## src/pfa_pkg.sv

```systemverilog
// shared types and constants of the prime field arithmetic unit
`default_nettype none
package pfa_pkg;

	localparam int FUNC_WIDTH = 3;
	localparam int A_WIDTH    = 32;
	localparam int B_WIDTH    = 21;
	localparam int IN_TDATA_W = 56;
	localparam int FUNC_LSB   = 0;
	localparam int A_LSB      = FUNC_LSB + FUNC_WIDTH;
	localparam int B_LSB      = A_LSB + A_WIDTH;
	localparam int CNT_W      = $clog2(A_WIDTH);
	localparam int STATUS_W   = 2;

	localparam int unsigned MODULUS_RESET = 1234577;

	localparam logic [FUNC_WIDTH-1:0] FUNC_REDUCE = 3'd0;
	localparam logic [FUNC_WIDTH-1:0] FUNC_ADD    = 3'd1;
	localparam logic [FUNC_WIDTH-1:0] FUNC_SUB    = 3'd2;
	localparam logic [FUNC_WIDTH-1:0] FUNC_MUL    = 3'd3;
	localparam logic [FUNC_WIDTH-1:0] FUNC_DIV    = 3'd4;

	localparam logic [STATUS_W-1:0] STATUS_OK       = 2'd0;
	localparam logic [STATUS_W-1:0] STATUS_DIV_ZERO = 2'd1;
	localparam logic [STATUS_W-1:0] STATUS_NO_INV   = 2'd2;

	typedef enum logic [3:0] {
		ST_IDLE,
		ST_RED_A,
		ST_FIX_A,
		ST_RED_B,
		ST_DISPATCH,
		ST_SUB_FIX,
		ST_MUL_DBL,
		ST_MUL_ADD,
		ST_INV_WAIT,
		ST_FINISH
	} pfa_state_t;

	typedef enum logic [2:0] {
		INV_IDLE,
		INV_STEP,
		INV_FIX,
		INV_OK,
		INV_FAIL
	} pfa_inv_state_t;

	typedef struct packed {
		logic done;
		logic ok;
	} pfa_inv_stat_t;

endpackage
`default_nettype wire

```

## src/pfa_inverse.sv

```systemverilog
// iterative binary extended gcd giving the modular inverse of a divisor
`default_nettype none
module pfa_inverse #(
	parameter int ELEMENT_WIDTH = 21
) (
	input  wire                      clk,
	input  wire                      arst_n,
	input  wire                      start,
	input  wire [ELEMENT_WIDTH-1:0]  modulus,
	input  wire [ELEMENT_WIDTH-1:0]  divisor,
	output logic [ELEMENT_WIDTH-1:0] inverse,
	output pfa_pkg::pfa_inv_stat_t   stat
);
	import pfa_pkg::*;

	localparam int W  = ELEMENT_WIDTH;
	localparam int CW = ELEMENT_WIDTH + 4;

	pfa_inv_state_t state_q, state_n;

	logic [W-1:0]         u_q, v_q;
	logic signed [CW-1:0] a_q, b_q, c_q, d_q;
	logic signed [CW-1:0] x_ext, y_ext;
	logic signed [CW-1:0] a_sum, b_sum, c_sum, d_sum, d_plus;
	logic                 ab_odd, cd_odd, u_ge_v, d_ge_m;

	assign x_ext = {{(CW-W){1'b0}}, modulus};
	assign y_ext = {{(CW-W){1'b0}}, divisor};

	always_comb begin
		ab_odd = a_q[0] | b_q[0];
		cd_odd = c_q[0] | d_q[0];
		a_sum  = a_q + y_ext;
		b_sum  = b_q - x_ext;
		c_sum  = c_q + y_ext;
		d_sum  = d_q - x_ext;
		d_plus = d_q + x_ext;
		u_ge_v = (u_q >= v_q);
		d_ge_m = (d_q >= x_ext);
	end

	// next state
	always_comb begin
		state_n = state_q;
		case (state_q)
			INV_IDLE: begin
				if (start)
					state_n = (!modulus[0] && !divisor[0]) ? INV_FAIL : INV_STEP;
			end
			INV_STEP: begin
				if (u_q == '0)
					state_n = (v_q == W'(1)) ? INV_FIX : INV_FAIL;
			end
			INV_FIX: begin
				if (!d_q[CW-1] && !d_ge_m)
					state_n = INV_OK;
			end
			INV_OK:   state_n = INV_IDLE;
			INV_FAIL: state_n = INV_IDLE;
			default:  state_n = INV_IDLE;
		endcase
	end

	// outputs
	always_comb begin
		stat.done = (state_q == INV_OK) || (state_q == INV_FAIL);
		stat.ok   = (state_q == INV_OK);
		inverse   = d_q[W-1:0];
	end

	always_ff @(posedge clk or negedge arst_n) begin
		if (!arst_n)
			state_q <= INV_IDLE;
		else
			state_q <= state_n;
	end

	// invariants: a*m + b*divisor = u, c*m + d*divisor = v
	always_ff @(posedge clk) begin
		case (state_q)
			INV_IDLE: begin
				u_q <= modulus;
				v_q <= divisor;
				a_q <= CW'(1);
				b_q <= '0;
				c_q <= '0;
				d_q <= CW'(1);
			end
			INV_STEP: begin
				if (u_q == '0) begin
					u_q <= u_q;
				end else if (!u_q[0]) begin
					u_q <= u_q >> 1;
					a_q <= ab_odd ? (a_sum >>> 1) : (a_q >>> 1);
					b_q <= ab_odd ? (b_sum >>> 1) : (b_q >>> 1);
				end else if (!v_q[0]) begin
					v_q <= v_q >> 1;
					c_q <= cd_odd ? (c_sum >>> 1) : (c_q >>> 1);
					d_q <= cd_odd ? (d_sum >>> 1) : (d_q >>> 1);
				end else if (u_ge_v) begin
					u_q <= u_q - v_q;
					a_q <= a_q - c_q;
					b_q <= b_q - d_q;
				end else begin
					v_q <= v_q - u_q;
					c_q <= c_q - a_q;
					d_q <= d_q - b_q;
				end
			end
			INV_FIX: begin
				if (d_q[CW-1])
					d_q <= d_plus;
				else if (d_ge_m)
					d_q <= d_sum;
			end
			default: begin
				d_q <= d_q;
			end
		endcase
	end

endmodule
`default_nettype wire

```

## src/prime_field_arithmetic_unit_top.sv

```systemverilog
// top level of the prime field arithmetic unit: sequencer, shared modular step, output register
//
//  channel   dir   handshake            payload
//  s_*       in    s_tvalid/s_tready    s_tdata: func, operand_a, operand_b
//  m_*       out   m_tvalid/m_tready    m_tdata: result, a_equals_b, a_less_b, status
//  cfg_*     in    cfg_valid/cfg_ready  cfg_data: modulus
//
// one item at a time: s_tready is high only while the sequencer is idle
// operand_a and operand_b are reduced a quotient bit a cycle (32 + 21 quotient bits) on the shared
// conditional-subtract unit; subtract then adds a fix step, multiply a double and an add step
// per multiplier bit, divide also the gcd loop for the inverse before its multiply
// reset restores modulus 1234577; modulus zero or one skips the reduction
// a finished beat waits in the output register while the next item is taken
`default_nettype none
module prime_field_arithmetic_unit_top #(
	parameter int ELEMENT_WIDTH = 21
) (
	input  wire                                   clk,
	input  wire                                   arst_n,
	input  wire                                   s_tvalid,
	output logic                                  s_tready,
	// [2:0] func, [34:3] operand_a, [55:35] operand_b
	input  wire [pfa_pkg::IN_TDATA_W-1:0]         s_tdata,
	output logic                                  m_tvalid,
	input  wire                                   m_tready,
	// [W-1:0] result, [W] a_equals_b, [W+1] a_less_b, [W+3:W+2] status, zero pad
	output logic [((ELEMENT_WIDTH+4+7)/8)*8-1:0]  m_tdata,
	input  wire                                   cfg_valid,
	output logic                                  cfg_ready,
	input  wire [ELEMENT_WIDTH-1:0]               cfg_data
);
	import pfa_pkg::*;

	localparam int W      = ELEMENT_WIDTH;
	localparam int OUT_W  = ((ELEMENT_WIDTH + 4 + 7) / 8) * 8;
	localparam int IDX_W  = $clog2(ELEMENT_WIDTH);
	localparam int B_PAD  = A_WIDTH - B_WIDTH;
	localparam logic [W-1:0] MOD_RST = W'(MODULUS_RESET);

	pfa_state_t state_q, state_n;

	logic [W-1:0]          m_q;         // modulus register
	logic [FUNC_WIDTH-1:0] func_q;
	logic                  neg_q;       // operand_a was negative
	logic [A_WIDTH-1:0]    div_q;       // dividend bits, msb first
	logic [B_WIDTH-1:0]    b_in_q;
	logic [W-1:0]          rem_q;
	logic [CNT_W-1:0]      cnt_q;
	logic [W-1:0]          ra_q, rb_q;  // reduced operands
	logic [W-1:0]          acc_q;       // running result
	logic [W-1:0]          x_q;         // multiplier
	logic [STATUS_W-1:0]   status_q;
	logic                  m_tvalid_q;
	logic [OUT_W-1:0]      m_tdata_q;

	// control outputs of the sequencer
	logic accept, inv_start, out_load;

	// shared unit: t mod m for t < 2m
	logic [W:0]   mod_in;
	logic [W+1:0] mod_diff;
	logic [W-1:0] mod_out;

	logic [A_WIDTH-1:0] a_in, a_mag;
	logic [W-1:0]       inv_val;
	pfa_inv_stat_t      inv_stat;
	logic               small_mod;
	logic [OUT_W-1:0]   out_data;

	assign a_in      = s_tdata[A_LSB +: A_WIDTH];
	assign a_mag     = a_in[A_WIDTH-1] ? (~a_in + A_WIDTH'(1)) : a_in;
	assign small_mod = (m_q < W'(2));

	always_comb begin
		case (state_q)
			ST_RED_A, ST_RED_B: mod_in = {rem_q, div_q[A_WIDTH-1]};
			ST_DISPATCH:        mod_in = {1'b0, ra_q} + {1'b0, rb_q};
			ST_MUL_DBL:         mod_in = {acc_q, 1'b0};
			ST_MUL_ADD:         mod_in = {1'b0, acc_q} + {1'b0, ra_q};
			default:            mod_in = '0;
		endcase
		mod_diff = {1'b0, mod_in} - {2'b00, m_q};
		mod_out  = mod_diff[W+1] ? mod_in[W-1:0] : mod_diff[W-1:0];
	end

	pfa_inverse #(
		.ELEMENT_WIDTH(ELEMENT_WIDTH)
	) u_inverse (
		.clk     (clk),
		.arst_n  (arst_n),
		.start   (inv_start),
		.modulus (m_q),
		.divisor (rb_q),
		.inverse (inv_val),
		.stat    (inv_stat)
	);

	// next state
	always_comb begin
		state_n = state_q;
		case (state_q)
			ST_IDLE: begin
				if (s_tvalid)
					state_n = small_mod ? ST_FINISH : ST_RED_A;
			end
			ST_RED_A: begin
				if (cnt_q == '0)
					state_n = ST_FIX_A;
			end
			ST_FIX_A: state_n = ST_RED_B;
			ST_RED_B: begin
				if (cnt_q == '0)
					state_n = ST_DISPATCH;
			end
			ST_DISPATCH: begin
				case (func_q)
					FUNC_SUB: state_n = ST_SUB_FIX;
					FUNC_MUL: state_n = ST_MUL_DBL;
					FUNC_DIV: state_n = (rb_q == '0) ? ST_FINISH : ST_INV_WAIT;
					default:  state_n = ST_FINISH;
				endcase
			end
			ST_SUB_FIX: state_n = ST_FINISH;
			ST_MUL_DBL: state_n = ST_MUL_ADD;
			ST_MUL_ADD: begin
				state_n = (cnt_q == '0) ? ST_FINISH : ST_MUL_DBL;
			end
			ST_INV_WAIT: begin
				if (inv_stat.done)
					state_n = inv_stat.ok ? ST_MUL_DBL : ST_FINISH;
			end
			ST_FINISH: begin
				if (!m_tvalid_q || m_tready)
					state_n = ST_IDLE;
			end
			default: state_n = ST_IDLE;
		endcase
	end

	// sequencer outputs
	always_comb begin
		s_tready  = (state_q == ST_IDLE);
		accept    = s_tready && s_tvalid;
		inv_start = (state_q == ST_DISPATCH) && (func_q == FUNC_DIV) && (rb_q != '0);
		out_load  = (state_q == ST_FINISH) && (!m_tvalid_q || m_tready);
		cfg_ready = 1'b1;
	end

	always_ff @(posedge clk or negedge arst_n) begin
		if (!arst_n) begin
			state_q <= ST_IDLE;
			m_q     <= MOD_RST;
		end else begin
			state_q <= state_n;
			if (cfg_valid)
				m_q <= cfg_data;
		end
	end

	// datapath
	always_ff @(posedge clk) begin
		case (state_q)
			ST_IDLE: begin
				if (accept) begin
					func_q   <= s_tdata[FUNC_LSB +: FUNC_WIDTH];
					neg_q    <= a_in[A_WIDTH-1];
					div_q    <= a_mag;
					b_in_q   <= s_tdata[B_LSB +: B_WIDTH];
					rem_q    <= '0;
					cnt_q    <= CNT_W'(A_WIDTH - 1);
					ra_q     <= '0;
					rb_q     <= '0;
					acc_q    <= '0;
					// modulus zero or one: the result reads 0, divide sees zero divisor
					status_q <= (small_mod && s_tdata[FUNC_LSB +: FUNC_WIDTH] == FUNC_DIV)
						? STATUS_DIV_ZERO : STATUS_OK;
				end
			end
			ST_RED_A: begin
				rem_q <= mod_out;
				div_q <= div_q << 1;
				cnt_q <= cnt_q - CNT_W'(1);
			end
			ST_FIX_A: begin
				// negative operand: fold the remainder back into range
				ra_q  <= (neg_q && rem_q != '0) ? (m_q - rem_q) : rem_q;
				rem_q <= '0;
				div_q <= {b_in_q, {B_PAD{1'b0}}};
				cnt_q <= CNT_W'(B_WIDTH - 1);
			end
			ST_RED_B: begin
				rem_q <= mod_out;
				div_q <= div_q << 1;
				cnt_q <= cnt_q - CNT_W'(1);
				if (cnt_q == '0)
					rb_q <= mod_out;
			end
			ST_DISPATCH: begin
				case (func_q)
					FUNC_ADD: acc_q <= mod_out;
					FUNC_SUB: acc_q <= ra_q - rb_q;
					FUNC_MUL: begin
						x_q   <= rb_q;
						acc_q <= '0;
						cnt_q <= CNT_W'(W - 1);
					end
					FUNC_DIV: begin
						acc_q <= '0;
						if (rb_q == '0)
							status_q <= STATUS_DIV_ZERO;
					end
					default: acc_q <= ra_q;
				endcase
			end
			ST_SUB_FIX: begin
				if (ra_q < rb_q)
					acc_q <= acc_q + m_q;
			end
			ST_MUL_DBL: begin
				acc_q <= mod_out;
			end
			ST_MUL_ADD: begin
				if (x_q[cnt_q[IDX_W-1:0]])
					acc_q <= mod_out;
				cnt_q <= cnt_q - CNT_W'(1);
			end
			ST_INV_WAIT: begin
				if (inv_stat.done) begin
					acc_q <= '0;
					x_q   <= inv_val;
					cnt_q <= CNT_W'(W - 1);
					if (!inv_stat.ok)
						status_q <= STATUS_NO_INV;
				end
			end
			default: begin
				acc_q <= acc_q;
			end
		endcase
	end

	// result beat packing
	always_comb begin
		out_data                      = '0;
		out_data[W-1:0]               = acc_q;
		out_data[W]                   = (ra_q == rb_q);
		out_data[W+1]                 = (ra_q < rb_q);
		out_data[W+2 +: STATUS_W]     = status_q;
	end

	// output register parts the result from the next item
	always_ff @(posedge clk or negedge arst_n) begin
		if (!arst_n)
			m_tvalid_q <= 1'b0;
		else if (out_load)
			m_tvalid_q <= 1'b1;
		else if (m_tready)
			m_tvalid_q <= 1'b0;
	end

	always_ff @(posedge clk) begin
		if (out_load)
			m_tdata_q <= out_data;
	end

	assign m_tvalid = m_tvalid_q;
	assign m_tdata  = m_tdata_q;

	// equal and less-than flags exclude each other
	a_flags_exclusive: assert property (@(posedge clk) disable iff (!arst_n)
		m_tvalid |-> !(m_tdata[W] && m_tdata[W+1]))
		else $error("equal and less-than flags both set");

	// an error status always carries a zero result
	a_error_zero: assert property (@(posedge clk) disable iff (!arst_n)
		(m_tvalid && m_tdata[W+2 +: STATUS_W] != STATUS_OK) |-> (m_tdata[W-1:0] == '0))
		else $error("nonzero result with error status");

	// results stay inside the field
	a_result_range: assert property (@(posedge clk) disable iff (!arst_n)
		(m_tvalid && !small_mod) |-> (m_tdata[W-1:0] < m_q))
		else $error("result not reduced");

	// one item at a time: input closes right after an accept
	a_one_item: assert property (@(posedge clk) disable iff (!arst_n)
		(s_tvalid && s_tready) |=> !s_tready)
		else $error("input accepted while busy");

endmodule
`default_nettype wire
```

## config.mk

```make
export PLATFORM = sky130hd
export DESIGN_NAME = prime_field_arithmetic_unit_top
export DESIGN_NICKNAME = d
export VERILOG_FILES = /design/src/pfa_pkg.sv /design/src/pfa_inverse.sv /design/src/prime_field_arithmetic_unit_top.sv
export SDC_FILE = /design/constraint.sdc
export NUM_CORES = 2
export LEC_CHECK = 0
export BUFFER_PORTS_ARGS = -buffer_cell sky130_fd_sc_hd__buf_2
export CAP_MARGIN = 0
export CORE_ASPECT_RATIO = 0.75
export CORE_MARGIN = 2
export CORE_UTILIZATION = 55
export DETAILED_ROUTE_END_ITERATION = 16
export PLACE_DENSITY_LB_ADDON = 0.15
export SETUP_SLACK_MARGIN = 0.15
export SYNTH_ARGS = -nofsm -noshare
export SYNTH_HDL_FRONTEND = slang
export SYNTH_SLANG_ARGS = --single-unit
```

## constraint.sdc

```tcl
create_clock -name clk -period 9.1 [get_ports clk]
set_clock_uncertainty 0.15 [all_clocks]
set_input_delay 1.365 -clock clk [delete_from_list [all_inputs] [get_ports clk]]
set_output_delay 1.365 -clock clk [all_outputs]
set_load 0.02 [all_outputs]
```

==> flow_results.xml <==
<?xml version="1.0" encoding="UTF-8"?>
<metrics>
  <group name="status">
    <metric name="run_status" unit="">finished, final reports clean</metric>
  </group>
  <group name="grt">
    <metric name="antenna_violations_before_repair" unit="">9</metric>
    <metric name="global_route.overflow_total" unit="">0</metric>
    <metric name="grt_pass1_wl" unit="µm">187000</metric>
    <metric name="grt_pass1_vias" unit="">29700</metric>
    <metric name="grt_max_degree" unit="">68</metric>
    <metric name="grt_use_total" unit="%">36.5</metric>
  </group>
  <group name="clocking">
    <metric name="post_cts_resize_count" unit="">0</metric>
    <metric name="worst_setup_hold_path_clk_slew" unit="ps">70</metric>
    <metric name="cts_buffer_depth" unit="">3</metric>
    <metric name="clkLatencyLatePin" unit="ps">600</metric>
    <metric name="cts_post_setup_buffers_inserted" unit="">0</metric>
    <metric name="cts_inserted_buffers" unit="">41</metric>
    <metric name="tritoncts_num_sinks" unit="">365</metric>
    <metric name="ctsHoldBuffers" unit="">0</metric>
    <metric name="htree_num_levels" unit="">2</metric>
    <metric name="cts_tree" unit="">done</metric>
    <metric name="cts_root_buffer" unit="">sky130_fd_sc_hd__clkbuf_16</metric>
  </group>
  <group name="floorplanning">
    <metric name="pin_count" unit="">117</metric>
    <metric name="effective_utilization_at_floorplan" unit="%">55.7</metric>
    <metric name="coreArea" unit="mm²">0.0638</metric>
    <metric name="chipWidth" unit="µm">298</metric>
    <metric name="dieHeight" unit="µm">224</metric>
    <metric name="fp-row-count" unit="">80</metric>
    <metric name="design.die.area" unit="mm²">0.0667</metric>
  </group>
  <group name="logic_synthesis">
    <metric name="synth_cell_types" unit="">96</metric>
    <metric name="yosysWarnings" unit="">0</metric>
    <metric name="synth_seq_area_share" unit="%">30.5</metric>
    <metric name="synth_edf_count" unit="">336</metric>
    <metric name="synth-async-reset-ratio" unit="%">7.95</metric>
    <metric name="avgSynthCellArea" unit="µm²">8.54</metric>
    <metric name="netlist_instances" unit="">4162</metric>
    <metric name="ys_seq_elements" unit="">365</metric>
    <metric name="synth_ff_type" unit="">sky130_fd_sc_hd__edfxtp_1</metric>
    <metric name="synth_area" unit="mm²">0.0355</metric>
  </group>
  <group name="worst_setup_path">
    <metric name="timing.critical_path.cells" unit="">nor2b_1 -&gt; nand3_1 -&gt; buf_4 -&gt; mux2_2 -&gt; ha_1 -&gt; fa_1 -&gt; a211oi_1 -&gt; o21ai_0 -&gt; nand3b_1 -&gt; a211oi_1 -&gt; o31ai_1 -&gt; ha_1 -&gt; a21oi_1 -&gt; nand2_1 -&gt; a211oi_1 -&gt; a21oi_1 -&gt; o2111ai_1 -&gt; nand3_1 -&gt; buf_4 -&gt; mux2i_1 -&gt; o32a_1 -&gt; nor2_1</metric>
    <metric name="ff2ff_path_depth" unit="">22</metric>
    <metric name="critical_path_peak_fanout" unit="">25</metric>
    <metric name="setup_crit_end_kind" unit="">flop</metric>
    <metric name="critical-path-slowest-cell" unit="">sky130_fd_sc_hd__dfrtp_1</metric>
    <metric name="startpoint_type" unit="">flop</metric>
    <metric name="cp_slowest_stage_delay" unit="ps">750</metric>
    <metric name="regToRegStartpoint" unit="">state_q[2]</metric>
    <metric name="cp_common_cell" unit="">sky130_fd_sc_hd__a211oi_1</metric>
    <metric name="worst_ep_arrival_time" unit="ps">7740</metric>
    <metric name="path_class" unit="">flop to flop</metric>
    <metric name="critPathRequiredTime" unit="ps">9300</metric>
    <metric name="flop2flop_setup_slack" unit="ps">1560</metric>
    <metric name="worst_r2r_endpoint" unit="">acc_q[8]</metric>
  </group>
  <group name="power_and_ir_drop">
    <metric name="vdd.ir_drop.worst" unit="µV">271</metric>
    <metric name="p_comb_share" unit="%">67.9</metric>
    <metric name="power_report.internal_total" unit="mW">7.80</metric>
    <metric name="power_leakage" unit="nW">15.8</metric>
    <metric name="powerDensity" unit="mW/mm²">427</metric>
    <metric name="total_power" unit="mW">16.3</metric>
    <metric name="p_clk_share" unit="%">10.4</metric>
    <metric name="switching_share" unit="%">52.2</metric>
    <metric name="share_seq_of_total_power" unit="%">21.7</metric>
    <metric name="switchingPower" unit="mW">8.50</metric>
  </group>
  <group name="route">
    <metric name="drt-initial-drc-count" unit="">4779</metric>
    <metric name="wl" unit="µm">125000</metric>
    <metric name="vias_per_cell" unit="">6.68</metric>
    <metric name="antenna_left" unit="">0</metric>
    <metric name="detail_route.first_pass.iterations" unit="">6</metric>
    <metric name="wire_per_inst" unit="µm">24.8</metric>
    <metric name="via_count" unit="">33800</metric>
    <metric name="drc" unit="">0</metric>
  </group>
  <group name="timing">
    <metric name="hold_viol_final" unit="">0</metric>
    <metric name="tightest_slew" unit="ps">1260</metric>
    <metric name="finalMaxSlewViolations" unit="">0</metric>
    <metric name="highest_clock_frequency_the_design_can_meet" unit="MHz">133</metric>
    <metric name="layout_worst_path_cycle_share" unit="%">82.8</metric>
    <metric name="setup_viol" unit="">0</metric>
    <metric name="setup_ws" unit="ps">1560</metric>
    <metric name="timing.setup.tns" unit="ps">0</metric>
    <metric name="crit_path_time_final" unit="ps">7540</metric>
    <metric name="slew_headroom" unit="%">16.0</metric>
    <metric name="rsz0062_at_grt" unit="">no</metric>
  </group>
  <group name="final_layout">
    <metric name="share_of_final_layout_standard_cells_stronger_than_drive_strength_1" unit="%">7.74</metric>
    <metric name="layout.nets" unit="">4606</metric>
    <metric name="design_area" unit="mm²">0.0381</metric>
    <metric name="areaGrowthSynthToFinish" unit="%">7.31</metric>
  </group>
  <group name="placed_design">
    <metric name="buffer_ports.inserted" unit="">108</metric>
    <metric name="gpl.final_weighted_congestion" unit="">1.02</metric>
    <metric name="place_hpwl" unit="µm">96500</metric>
    <metric name="place_area" unit="mm²">0.0368</metric>
    <metric name="dpl_worst_slack" unit="ps">1910</metric>
  </group>
  <group name="worst_hold_path">
    <metric name="hold_start" unit="">status_q[1]</metric>
    <metric name="hold_crit_endpoint" unit="">m_tdata[24]</metric>
    <metric name="hold_depth" unit="">0</metric>
    <metric name="min_path_type" unit="">flop to flop</metric>
  </group>
  <group name="job">
    <metric name="cap_violations" unit="">0</metric>
  </group>
</metrics>
==> worst max-delay path, delay by kind of cell, from the launching register on <==
kind                     cells  cell delay (ps)
flip-flops                   1              750
multiplexers                 2              780
AND/OR/NAND/NOR              6             1170
AO/OA/AOI/OAI                9             2740
buffers and inverters        2              620
adder cells (fa/ha/maj)      3             1060
==> final cells by class <==
type	count	area, µm²
Fill cell	5770	25600
Clock buffer	52	1130
Inverter	294	1100
Tap cell	861	1080
Sequential cell	365	10800
Clock inverter	24	181
Timing Repair Buffer	158	916
Multi-Input combinational cell	3304	22900
Antenna cell	3	7.51
==> metal layers <==
metal / vias to the layer above / GRT usage, % / wire length, µm
li1: 15400 / - / -
met1: 16100 / 56.6 / 56900
met2: 2061 / 48.4 / 47800
met3: 209 / 10.2 / 16900
met4: 12 / 9.97 / 3680
met5: - / 0 / 104
==> cells in the mapped netlist (11+ instances only) <==
cell type	count	area, µm²
sky130_fd_sc_hd__a21oi_1	356	1780
sky130_fd_sc_hd__ha_1	344	4300
sky130_fd_sc_hd__o21ai_0	343	1720
sky130_fd_sc_hd__nor2_1	341	1280
sky130_fd_sc_hd__edfxtp_1	336	10100
sky130_fd_sc_hd__nand2_1	298	1120
sky130_fd_sc_hd__inv_1	289	1080
sky130_fd_sc_hd__xnor2_1	194	1700
sky130_fd_sc_hd__clkbuf_1	168	631
sky130_fd_sc_hd__a21o_1	129	968
sky130_fd_sc_hd__xor2_1	117	1020
sky130_fd_sc_hd__a211oi_1	104	781
sky130_fd_sc_hd__nor3_1	78	390
sky130_fd_sc_hd__a22oi_1	71	533
sky130_fd_sc_hd__nand3_1	66	330
sky130_fd_sc_hd__nand2b_1	56	350
sky130_fd_sc_hd__o21a_1	48	360
sky130_fd_sc_hd__a31oi_1	46	288
sky130_fd_sc_hd__nor2b_1	44	275
sky130_fd_sc_hd__nor4_1	44	275
sky130_fd_sc_hd__o21bai_1	43	323
sky130_fd_sc_hd__and3_1	39	244
sky130_fd_sc_hd__a221oi_1	36	315
sky130_fd_sc_hd__o211ai_1	36	270
sky130_fd_sc_hd__o31ai_1	33	248
sky130_fd_sc_hd__o22ai_1	32	200
sky130_fd_sc_hd__or3_1	30	188
sky130_fd_sc_hd__nand4_1	29	181
sky130_fd_sc_hd__mux2_2	27	304
sky130_fd_sc_hd__o221ai_1	25	219
sky130_fd_sc_hd__mux2i_1	22	220
sky130_fd_sc_hd__dfrtp_1	19	475
sky130_fd_sc_hd__or2_2	18	113
sky130_fd_sc_hd__and2_1	17	106
sky130_fd_sc_hd__fa_1	16	320
sky130_fd_sc_hd__a221o_1	14	140
sky130_fd_sc_hd__buf_1	14	52.6
sky130_fd_sc_hd__buf_2	14	70.1
sky130_fd_sc_hd__or4_1	14	105
sky130_fd_sc_hd__o311ai_0	11	96.3
==> how the worst max path moves through the flow <==
stage	from	end	slack (ps)	cells after the start
6_report	state_q[2]	acc_q[8]	1560	22
5_1_grt	state_q[2]	acc_q[8]	1180	22
4_1_cts	state_q[2]	acc_q[8]	1850	22
3_5_place_dp	state_q[2]	acc_q[8]	1910	22
3_3_place_gp	state_q[2]	acc_q[8]	1960	22
2_1_floorplan	u_inverse.v_q[0]	u_inverse.a_q[0]	2620	11
==> logic make-up (layout without fill, tap and decap cells) <==
| logic type | Yosys count | count (layout) | share of synthesized area, % |
|---|---|---|---|
| adders and majority gates | 360 | 360 | 13.0 |
| xor gates and xnor gates | 311 | 311 | 7.66 |
| muxes | 55 | 55 | 1.86 |
| buffers and inverters | 499 | 528 | 5.41 |
| DFF | 365 | 365 | 30.5 |
| AOI/OAI and AO/OA | 1458 | 1458 | 26.7 |
| other | 2 | 11 | 0.0211 |
| and+or+nand+nor | 1112 | 1112 | 14.9 |
==> power groups by stage <==
stage	registers, mW	clock network, mW	logic, mW
finish	3.54	1.70	11.1
floorplan	3.16	0	8.03
global placement	3.52	0	10.6
detailed placement	3.52	0	10.6
CTS	3.49	1.70	10.7
global route	3.57	1.77	12.0
==> cells in the final DEF, fill, tap and decap left out, drive strengths merged, types with 44 or more instances in the layout <==
master / count
nand2b: 56
edfxtp: 336
nor2: 342
nor4: 45
inv: 295
a31oi: 47
clkbuf: 52
a22oi: 71
a21oi: 356
o21a: 48
a21o: 129
xnor2: 194
a211oi: 104
nand3: 66
xor2: 117
ha: 344
o21ai: 344
nor3: 78
nor2b: 44
buf: 158
nand2: 298
==> state kept, by name, indices dropped and copies added, names as in the netlist, 25 cells and up <==
signal / cells
m_tdata: 25
u_inverse.a_q: 25
u_inverse.c_q: 25
u_inverse.d_q: 25
div_q: 32
u_inverse.b_q: 25
==> through the flow <==
step,cells,hold WS (ps),util (%)
finish,5061,271,59.8
global route,5060,281,59.8
CTS,5058,273,59.8
detailed placement,4982,257,57.8
global placement,4982,251,57.8
floorplan,4168,250,-
Note: power is estimated with default switching activity, not from simulation.
